--- src/rtl/pgr_pkg.sv ---
// pgr_pkg: shared widths, item types, register indexes and the velocity
// update function for the pointer gesture recognizer
// no dependencies
package pgr_pkg;

  localparam int COORD_BITS = 16;
  localparam int VEL_BITS   = 24;
  localparam int GAIN_BITS  = 8;
  localparam int CFG_IDX_W  = 8;
  localparam int NUM_EVENTS = 9;

  localparam int DELTA_BITS = COORD_BITS + 1;
  localparam int SUM_W      = ((VEL_BITS > DELTA_BITS) ? VEL_BITS : DELTA_BITS) + 2;
  localparam int PROD_W     = VEL_BITS + GAIN_BITS + 1;

  // register indexes
  localparam logic [CFG_IDX_W-1:0] REG_TRACE_GAIN = CFG_IDX_W'(0);
  localparam logic [CFG_IDX_W-1:0] REG_FADE_GAIN  = CFG_IDX_W'(1);

  localparam logic [GAIN_BITS-1:0] TRACE_GAIN_RST = GAIN_BITS'(192);
  localparam logic [GAIN_BITS-1:0] FADE_GAIN_RST  = GAIN_BITS'(230);

  // event bit positions
  localparam int EV_DECIDE    = 0;
  localparam int EV_CANCEL    = 1;
  localparam int EV_WHEEL_UP  = 2;
  localparam int EV_WHEEL_DN  = 3;
  localparam int EV_MOVE      = 4;
  localparam int EV_DRAG      = 5;
  localparam int EV_DROP      = 6;
  localparam int EV_FLICK     = 7;
  localparam int EV_EXT       = 8;

  typedef struct packed {
    logic                          pos_clipped;
    logic signed [COORD_BITS-1:0]  pos_y;
    logic signed [COORD_BITS-1:0]  pos_x;
    logic                          wheel_down;
    logic                          wheel_up;
    logic                          button_middle;
    logic                          button_secondary;
    logic                          button_primary;
  } in_item_t;

  typedef struct packed {
    logic signed [COORD_BITS-1:0]  drag_start_y;
    logic signed [COORD_BITS-1:0]  drag_start_x;
    logic signed [VEL_BITS-1:0]    flick_vel_y;
    logic signed [VEL_BITS-1:0]    flick_vel_x;
    logic signed [DELTA_BITS-1:0]  delta_y;
    logic signed [DELTA_BITS-1:0]  delta_x;
    logic                          any_event;
    logic [NUM_EVENTS-1:0]         event_flags;
  } out_item_t;

  localparam int IN_TDATA_W  = (($bits(in_item_t) + 7) / 8) * 8;
  localparam int OUT_TDATA_W = (($bits(out_item_t) + 7) / 8) * 8;

  // v * gain / 256 truncated toward zero, plus an addend, saturated
  function automatic logic signed [VEL_BITS-1:0] vel_update(
    input logic signed [VEL_BITS-1:0]   v,
    input logic [GAIN_BITS-1:0]         gain,
    input logic signed [DELTA_BITS-1:0] add
  );
    logic signed [PROD_W-1:0]   prod;
    logic signed [PROD_W-1:0]   biased;
    logic signed [VEL_BITS:0]   quo;
    logic signed [SUM_W-1:0]    sum;
    logic [SUM_W-VEL_BITS:0]    top;
    prod = PROD_W'(v) * PROD_W'($signed({1'b0, gain}));
    if (prod[PROD_W-1]) begin
      biased = prod + PROD_W'(255);
    end else begin
      biased = prod;
    end
    quo = biased[PROD_W-1:GAIN_BITS];
    sum = SUM_W'(quo) + SUM_W'(add);
    top = sum[SUM_W-1:VEL_BITS-1];
    if ((&top) || !(|top)) begin
      vel_update = sum[VEL_BITS-1:0];
    end else if (sum[SUM_W-1]) begin
      vel_update = {1'b1, {(VEL_BITS-1){1'b0}}};
    end else begin
      vel_update = {1'b0, {(VEL_BITS-1){1'b1}}};
    end
  endfunction

endpackage

--- src/rtl/pointer_gesture_recognizer.sv ---
// pointer_gesture_recognizer: top level, frame sample in, event result out
// depends on pgr_pkg
// path: an item accepted on in_ is held in the input register; its result is
//   then registered in the output register when out_ is free and offered on out_
// throughput: one item per cycle unless out_ back-pressures; the input register feeds
//   the event and velocity logic, whose result and state update are registered together
// reset: rst_n synchronous active low; clears all tracked state to zero,
//   trace_gain to 192 and fade_gain to 230, and empties both registers
module pointer_gesture_recognizer (
  input  logic                                clk,
  input  logic                                rst_n,
  input  logic                                in_tvalid,
  output logic                                in_tready,
  // button_primary, button_secondary, button_middle, wheel_up, wheel_down,
  // pos_x, pos_y, pos_clipped, zero pad
  input  logic [pgr_pkg::IN_TDATA_W-1:0]      in_tdata,
  output logic                                out_tvalid,
  input  logic                                out_tready,
  // event_flags, any_event, delta_x, delta_y, flick_vel_x, flick_vel_y,
  // drag_start_x, drag_start_y, zero pad
  output logic [pgr_pkg::OUT_TDATA_W-1:0]     out_tdata,
  input  logic                                cfg_valid,
  output logic                                cfg_ready,
  input  logic [pgr_pkg::CFG_IDX_W-1:0]       cfg_index,
  input  logic [pgr_pkg::GAIN_BITS-1:0]       cfg_data
);

  localparam int C = pgr_pkg::COORD_BITS;
  localparam int V = pgr_pkg::VEL_BITS;
  localparam int D = pgr_pkg::DELTA_BITS;

  logic                             in_vld_r, in_vld_nxt;
  logic                             out_vld_r, out_vld_nxt;
  pgr_pkg::in_item_t                in_r;
  pgr_pkg::out_item_t               out_r, out_nxt;
  logic [pgr_pkg::GAIN_BITS-1:0]    trace_gain_r, fade_gain_r;

  logic                             last_prim_r, last_sec_r, last_mid_r;
  logic                             last_drag_r, last_flick_r, click_en_r;
  logic                             click_en_nxt, drag_nxt, flick_nxt;
  logic signed [C-1:0]              last_x_r, last_y_r, start_x_r, start_y_r;
  logic signed [C-1:0]              start_x_nxt, start_y_nxt;
  logic signed [V-1:0]              vel_x_r, vel_y_r, vel_x_nxt, vel_y_nxt;

  logic                             in_accept, advance;
  logic signed [D-1:0]              dx, dy, add_x, add_y;
  logic signed [V-1:0]              upd_x, upd_y;
  logic [pgr_pkg::GAIN_BITS-1:0]    gain;
  logic                             ev_dec, ev_can, ev_ext, ev_move, ev_drag, ev_drop;
  logic                             flick_cancel;
  logic [pgr_pkg::NUM_EVENTS-1:0]   flags;

  assign cfg_ready  = 1'b1;
  assign advance    = in_vld_r && (!out_vld_r || out_tready);
  assign in_tready  = !in_vld_r || advance;
  assign in_accept  = in_tvalid && in_tready;
  assign out_tvalid = out_vld_r;
  assign out_tdata  = pgr_pkg::OUT_TDATA_W'(out_r);

  always_comb begin
    in_vld_nxt = in_vld_r;
    if (in_accept) begin
      in_vld_nxt = 1'b1;
    end else if (advance) begin
      in_vld_nxt = 1'b0;
    end
    out_vld_nxt = out_vld_r;
    if (advance) begin
      out_vld_nxt = 1'b1;
    end else if (out_tready) begin
      out_vld_nxt = 1'b0;
    end
  end

  // frame rules
  always_comb begin
    dx = {in_r.pos_x[C-1], in_r.pos_x} - {last_x_r[C-1], last_x_r};
    dy = {in_r.pos_y[C-1], in_r.pos_y} - {last_y_r[C-1], last_y_r};
    ev_dec  = !last_prim_r && in_r.button_primary && !in_r.pos_clipped;
    ev_can  = !last_sec_r && in_r.button_secondary && !in_r.pos_clipped;
    ev_ext  = !last_mid_r && in_r.button_middle && !in_r.pos_clipped;
    ev_move = (|dx) || (|dy);
    ev_drag = click_en_r && in_r.button_primary && last_prim_r && (ev_move || last_drag_r);
    ev_drop = !in_r.button_primary && last_prim_r && last_drag_r;

    if (!in_r.button_primary) begin
      click_en_nxt = 1'b0;
    end else if (ev_dec) begin
      click_en_nxt = 1'b1;
    end else begin
      click_en_nxt = click_en_r;
    end
    start_x_nxt = ev_dec ? in_r.pos_x : start_x_r;
    start_y_nxt = ev_dec ? in_r.pos_y : start_y_r;

    // shared scaler: fade while coasting, trace while dragging
    gain  = last_flick_r ? fade_gain_r : trace_gain_r;
    add_x = last_flick_r ? '0 : dx;
    add_y = last_flick_r ? '0 : dy;
    upd_x = pgr_pkg::vel_update(vel_x_r, gain, add_x);
    upd_y = pgr_pkg::vel_update(vel_y_r, gain, add_y);

    if (last_flick_r) begin
      vel_x_nxt = upd_x;
      vel_y_nxt = upd_y;
      flick_nxt = (|upd_x) || (|upd_y);
    end else if (ev_drag || ev_drop) begin
      vel_x_nxt = upd_x;
      vel_y_nxt = upd_y;
      flick_nxt = !ev_drag;
    end else begin
      vel_x_nxt = '0;
      vel_y_nxt = '0;
      flick_nxt = 1'b0;
    end

    flick_cancel = ev_dec || ev_can || in_r.wheel_up || in_r.wheel_down;
    if (flick_cancel) begin
      vel_x_nxt = '0;
      vel_y_nxt = '0;
      flick_nxt = 1'b0;
    end
    drag_nxt = ev_drag;

    flags = '0;
    flags[pgr_pkg::EV_DECIDE]   = ev_dec;
    flags[pgr_pkg::EV_CANCEL]   = ev_can;
    flags[pgr_pkg::EV_WHEEL_UP] = in_r.wheel_up;
    flags[pgr_pkg::EV_WHEEL_DN] = in_r.wheel_down;
    flags[pgr_pkg::EV_MOVE]     = ev_move;
    flags[pgr_pkg::EV_DRAG]     = ev_drag;
    flags[pgr_pkg::EV_DROP]     = ev_drop;
    flags[pgr_pkg::EV_FLICK]    = flick_nxt;
    flags[pgr_pkg::EV_EXT]      = ev_ext;

    out_nxt.event_flags  = flags;
    out_nxt.any_event    = |flags;
    out_nxt.delta_x      = dx;
    out_nxt.delta_y      = dy;
    out_nxt.flick_vel_x  = vel_x_nxt;
    out_nxt.flick_vel_y  = vel_y_nxt;
    out_nxt.drag_start_x = start_x_nxt;
    out_nxt.drag_start_y = start_y_nxt;
  end

  // payload registers
  always_ff @(posedge clk) begin
    if (in_accept) begin
      in_r <= pgr_pkg::in_item_t'(in_tdata[$bits(pgr_pkg::in_item_t)-1:0]);
    end
    if (advance) begin
      out_r <= out_nxt;
    end
  end

  // control, configuration and tracked state
  always_ff @(posedge clk) begin
    if (!rst_n) begin
      in_vld_r     <= 1'b0;
      out_vld_r    <= 1'b0;
      trace_gain_r <= pgr_pkg::TRACE_GAIN_RST;
      fade_gain_r  <= pgr_pkg::FADE_GAIN_RST;
      last_prim_r  <= 1'b0;
      last_sec_r   <= 1'b0;
      last_mid_r   <= 1'b0;
      last_drag_r  <= 1'b0;
      last_flick_r <= 1'b0;
      click_en_r   <= 1'b0;
      last_x_r     <= '0;
      last_y_r     <= '0;
      vel_x_r      <= '0;
      vel_y_r      <= '0;
      start_x_r    <= '0;
      start_y_r    <= '0;
    end else begin
      in_vld_r  <= in_vld_nxt;
      out_vld_r <= out_vld_nxt;
      if (cfg_valid) begin
        case (cfg_index)
          pgr_pkg::REG_TRACE_GAIN: trace_gain_r <= cfg_data;
          pgr_pkg::REG_FADE_GAIN:  fade_gain_r  <= cfg_data;
          default: ;
        endcase
      end
      if (advance) begin
        last_prim_r  <= in_r.button_primary;
        last_sec_r   <= in_r.button_secondary;
        last_mid_r   <= in_r.button_middle;
        last_drag_r  <= drag_nxt;
        last_flick_r <= flick_nxt;
        click_en_r   <= click_en_nxt;
        last_x_r     <= in_r.pos_x;
        last_y_r     <= in_r.pos_y;
        vel_x_r      <= vel_x_nxt;
        vel_y_r      <= vel_y_nxt;
        start_x_r    <= start_x_nxt;
        start_y_r    <= start_y_nxt;
      end
    end
  end

endmodule

--- config.mk ---
export PLATFORM = sky130hd
export DESIGN_NAME = pointer_gesture_recognizer
export DESIGN_NICKNAME = d
export VERILOG_FILES = /design/src/rtl/pgr_pkg.sv /design/src/rtl/pointer_gesture_recognizer.sv
export SDC_FILE = /design/constraint.sdc
export NUM_CORES = 2
export LEC_CHECK = 0
export ABC_AREA = 0
export CORE_UTILIZATION = 60
export DETAILED_ROUTE_END_ITERATION = 16
export DONT_BUFFER_PORTS = 1
export PLACE_DENSITY = 0.76
export SLEW_MARGIN = 40
export SYNTH_ARGS = -nofsm -noshare
export SYNTH_HDL_FRONTEND = slang
export SYNTH_SLANG_ARGS = --single-unit
--- constraint.sdc ---
create_clock -name clk -period 15.85 [get_ports clk]
set_clock_uncertainty 0.05 [all_clocks]
set_input_delay 3.17 -clock clk [delete_from_list [all_inputs] [get_ports clk]]
set_output_delay 3.17 -clock clk [all_outputs]
set_load 0.02 [all_outputs]
== Yosys cells after proc, flatten, opt, wreduce, memory -nomap -nowiden ==
Cells that the tools add are included.
Word-level totals
  input bits: 61
  output and inout bits: 131
  logic and storage cells: 117
  flip-flop bits (word level): 298
Operators by class
  equality and inequality tests: 2
  reductions and logical operators: 49
  multiply operators: 2
  add/subtract/negate cells: 6
  mux-type cells: 26
Operators with widths (count)
  24-bit 2-to-1 mux: 10
  33-bit by 9-bit adder with 33-bit output (second input constant): 2
  24-bit by 9-bit multiplier with 33-bit output: 2
  33-bit 2-to-1 mux: 2
  25-bit by 17-bit adder with 26-bit output: 2
  24-bit OR reduction: 2
  17-bit 2-to-1 mux: 2
  17-bit OR reduction: 2
  16-bit by 16-bit subtractor with 17-bit output: 2
  16-bit 2-to-1 mux: 2
  1-bit logical AND: 13
  1-bit logical OR: 11
  1-bit logical NOT: 10
  1-bit 2-to-1 mux: 9
  9-bit OR reduction: 1
  8-bit by 1-bit == test with 1-bit output (second input constant): 1
  8-bit logical NOT: 1
  8-bit 2-to-1 mux: 1
  2-bit AND reduction: 3
  3-bit AND reduction: 2
  3-bit OR reduction: 2
  2-bit nonzero test: 2
  2-bit by 1-bit != test with 1-bit output (second input constant): 1

== Logic depth before layout (Yosys ltp) ==
  depth in word-level cells: 14
  depth in mapped cells: 42
  depth with buffers taken out: 36

== Worst setup path before layout ==
No wires, ideal clock.
  path type: reg-to-reg
  start point: register last_flick_r
  end point: register out_r, in the netlist out_tdata[9], data pin
  library setup time: 0.280 ns
  slack: 6.363 ns
  clock period less this slack: 9.487 ns
  data required time: 15.520 ns
  arrival: 9.157 ns
  path buffers: 6
  stages on the path, launching flop included: 40
  cells stage by stage: dfxtp_1 > buf_2 > clkbuf_1 > mux2_2 > clkbuf_1 > clkbuf_1 > nand2_1 > fa_1 > inv_1 > fa_1 > fa_1 > inv_1 > fa_1 > inv_1 > ha_1 > buf_2 > a21o_1 > a21o_1 > (+4 left out) > a21oi_1 > nand4_1 > nor2_1 > nand2_1 > xnor2_1 > ha_1 > clkbuf_1 > a2111oi_0 > o21ai_0 > a31o_2 > a21oi_1 > o21ai_0 > xnor2_1 > a21oi_1 > a311oi_2 > o211ai_1 > nor4_2 > o211ai_1
RTL lines
  start: declaration: RTL line pointer_gesture_recognizer.sv:39  | logic last_drag_r, last_flick_r, click_en_r;
  start signal: assignment: RTL line pointer_gesture_recognizer.sv:190  | last_flick_r <= flick_nxt;
  end signal: assignment: RTL line pointer_gesture_recognizer.sv:152  | out_r <= out_nxt;
  end: declaration: RTL line pointer_gesture_recognizer.sv:35  | pgr_pkg::out_item_t out_r, out_nxt;

==> summary.txt <==
Clock tree
  • CTS H-tree lvls: 2
  • CTS hold repair buffers: 0
  • Clock-pin slew on the worst setup and hold paths: 70 ps
  • Clock buffer depth: 3
  • Total CTS buffers: 36
  • Post_cts resized: 0
  • CTS tree: yes
  • Post-CTS Setup Bufs: 0
  • Root buf cell: clkbuf_16
  • Clock Latency Late Sink: 560 ps
  • CTS Sinks: approximately 300

STA
  • FMAX: approximately 88 MHz
  • Unrepaired setup endpoints after global routing: false
  • Setup TNS: 0 ps
  • Rel. slew slack: 44.2%
  • Final Hold Vio Count: 0
  • Period utilisation layout: a little under three quarters
  • Actual slew at the worst max-slew pin: just over 800 ps
  • Final min period: approximately 11,000 ps
  • Final setup viols: 0
  • Max-slew violation count: 0

Layout
  • Antenna diode count: 0
  • Area Overhead vs Synth: 5.77%
  • Final layout net count: roughly 4,000
  • Proportion of layout cells with a drive suffix above 1: 5.19%
  • Final Core Density: around 65%

Detailed routing
  • Vias/cell: approximately 6.0
  • Drt drc: 0
  • DR iter-0 viols: about 1,900
  • Via count: around 24,000
  • Remaining antenna violation count after routing: 0
  • Drt wl/cell: roughly 20 um
  • Routed WL: between 70 and 80 mm
  • Pre-Repair DR Iteration Count: 6

Worst setup path
  • Crit path max fanout: 48
  • Delay-heaviest family, CP: compound AO/OA/AOI/OAI gates
  • Crit-path slowest cell: a221oi_2
  • Crit path top cell by count: fa_1
  • Crit start category: flop
  • WS Path Type: reg -> reg
  • R2R cell count: 34
  • Largest stage delay, worst path: 660 ps
  • Critical Path Stages: 34
  • Buffers & Inverters on Critical Path: 4
  • WP data required: 16,080 ps
  • WP data arrival: between 10,000 and 15,000 ps
  • CP Capture Type: flop

Yosys
  • Syn_area_per_cell: between 9 and 10 um2
  • Post-Syn Area: just over 30,000 um2
  • Ys Warns: 0
  • Number of synthesized flops with an enable pin: 162
  • Synthesis-stage register bit count: 298
  • Share of synthesized registers carrying an async set or reset: 0%
  • Count of cell types in the netlist: 91
  • Synth Instances: around 3,400
  • Post-synthesis sequential area ratio: between 20% and 30%
  • Synth Flop Type: edfxtp_1

Worst hold path
  • Hold path cells: 0
  • Min-Delay Path Class: reg -> reg

Flow run
  • Max-cap violation count: 0

Global routing
  • Vias in the first global route: 24,700
  • Total GRT Usage: around 31%
  • Largest net degree at the start of global routing: slightly above 90
  • First-pass GRT wire length: 129 mm
  • Remaining Overflow, GRT: 0
  • Antenna violations before repair: 0

Placement
  • Dpl hpwl: around 61 mm
  • GPL Wtd Cong: slightly below 1
  • Port Buffers: 0

Floorplan
  • Chip height: 228 um
  • I/O pin count: between 150 and 200
  • Placeable Area: just over 50,000 um2
  • Initial core utilization: about three fifths
  • Rows: 82
  • Die Wd: about 230 um
  • Die area: 52,100 um2

Pwr
  • Leak: roughly 0.015 uW
  • Cell Pwr Density: 64.6 nW/um2
  • Peak supply drop: between 0.0001 and 0.00015 V

Outcome
  • Outcome: completed
==> cell usage in the layout, fill, tap and decap left out, drive strengths merged, types with 22 or more instances in the layout <==
cell type | synthesis | layout
fa | 304 | 304
nor3 | 45 | 45
nor2 | 137 | 137
nor2b | 143 | 143
a31oi | 23 | 23
and2 | 140 | 140
and3 | 55 | 55
clkbuf | 106 | 45
o21ai | 91 | 91
a21oi | 150 | 150
nand3 | 47 | 47
mux2 | 38 | 38
a21o | 55 | 55
o21a | 27 | 27
xor2 | 57 | 57
mux2i | 22 | 22
nand2 | 407 | 407
inv | 509 | 516
a21boi | 76 | 76
dfxtp | 136 | 136
a22o | 46 | 46
edfxtp | 162 | 162
xnor2 | 103 | 103
ha | 216 | 216
==> synth_stat cells, types with 7 or more instances <==
library cell  count  area (um2)
ha_1            216        2700
nand3_1          47         235
nor2b_1         143         895
buf_2             8        40.0
o31ai_1           8        60.1
o21a_1           27         203
nor4_1           12        75.1
o211ai_1         17         128
a21o_1           55         413
or3_1            17         106
or2_2            11        68.8
xor2_1           56         490
mux2i_1          22         220
a211oi_1         19         143
or4_1            10        75.1
o21ai_0          86         430
nand2_1         407        1530
inv_1           509        1910
and3_1           54         338
a221oi_1          8        70.1
nor3b_1           8        60.1
nand4_1          20         125
edfxtp_1        162        4860
nor3_1           45         225
o21bai_1          9        67.6
nor2_1          136         510
a211o_1           7        61.3
a22o_1           46         403
a41oi_1           8        70.1
fa_1            304        6090
mux2_2           38         428
a21boi_0         75         563
xnor2_1         103         902
a31oi_1          22         138
nand2b_1         21         131
clkbuf_1        104         390
a21oi_1         148         741
and2_1          140         876
nand4b_1          7        61.3
buf_1            23        86.3
dfxtp_1         136        2720
==> where the power goes <==
part           total [uW]  leakage, uW  switching [uW]  internal [uW]
clock network         863     0.000621             346            516
logic                 346       0.0118             233            114
registers             888      0.00268            38.4            850
==> worst paths after layout <==
kind	startpoint	endpoint	slack, ps
hold reg to reg	flags[3]	out_tdata[3]	390
setup reg to reg	last_flick_r	out_tdata[9]	4530
hold / removal	flags[3]	out_tdata[3]	390
setup / recovery	last_flick_r	out_tdata[9]	4530
==> layer usage <==
layer  routed length, um  part of all wire, %  vias up  track usage [%]
met5                   0                    0        -                0
met3                7170                  9.0      151             6.44
met1               33000                   41    11800             41.0
met4                2530                  3.2        0             10.4
met2               36900                   46      994             50.4
li1                    -                    -    11100                -
==> layout make-up <==
| cell class | count | area [um2] |
|---|---|---|
| fill | 4169 | 17800 |
| sequential | 298 | 7590 |
| inverter | 509 | 1920 |
| clock inverter | 20 | 224 |
| multi-input combinational | 2459 | 20700 |
| clock buffer | 45 | 1030 |
| timing repair buffer | 21 | 189 |
| tap | 672 | 841 |
==> state kept, by name, indices dropped and copies added, names as in the netlist <==
signal	cells
click_en_r	1
fade_gain_r	8
flags	2
in_r	36
in_vld_r	1
last_drag_r	1
last_flick_r	1
last_mid_r	1
last_prim_r	1
last_sec_r	1
last_x_r	16
last_y_r	16
out_tdata	124
out_tvalid	1
start_x_r	16
start_y_r	16
trace_gain_r	8
vel_x_r	24
vel_y_r	24
==> per-stage QoR <==
stage                     worst slack, ps  std cells  instance area [um2]  hold WS (ps)  total power (uW)
after global routing                 3960       4024                32500           402              2170
after global placement               4350       3957                31100           385              1230
final                                4530       4024                32500           393              2100
after floorplan                      6360       3412                30700           368              1140
after detailed placement             4540       3959                31200           392              1240
after CTS                            4510       4024                32500           390              2100
==> cell families (layout without fill, tap and decap cells) <==
logic type / Yosys count / in the layout / share of synthesized area, %
and+or+nand+nor: 1107 / 1107 / 18.1
buffers and inverters: 655 / 595 / 8.21
AOI/OAI and AO/OA: 607 / 607 / 13.6
adders and majority gates: 520 / 520 / 28.6
DFF: 298 / 298 / 24.7
xor gates and xnor gates: 160 / 160 / 4.59
muxes: 60 / 60 / 2.11
other: 2 / 5 / 0.0245
Note: power is estimated with default switching activity, not from simulation.
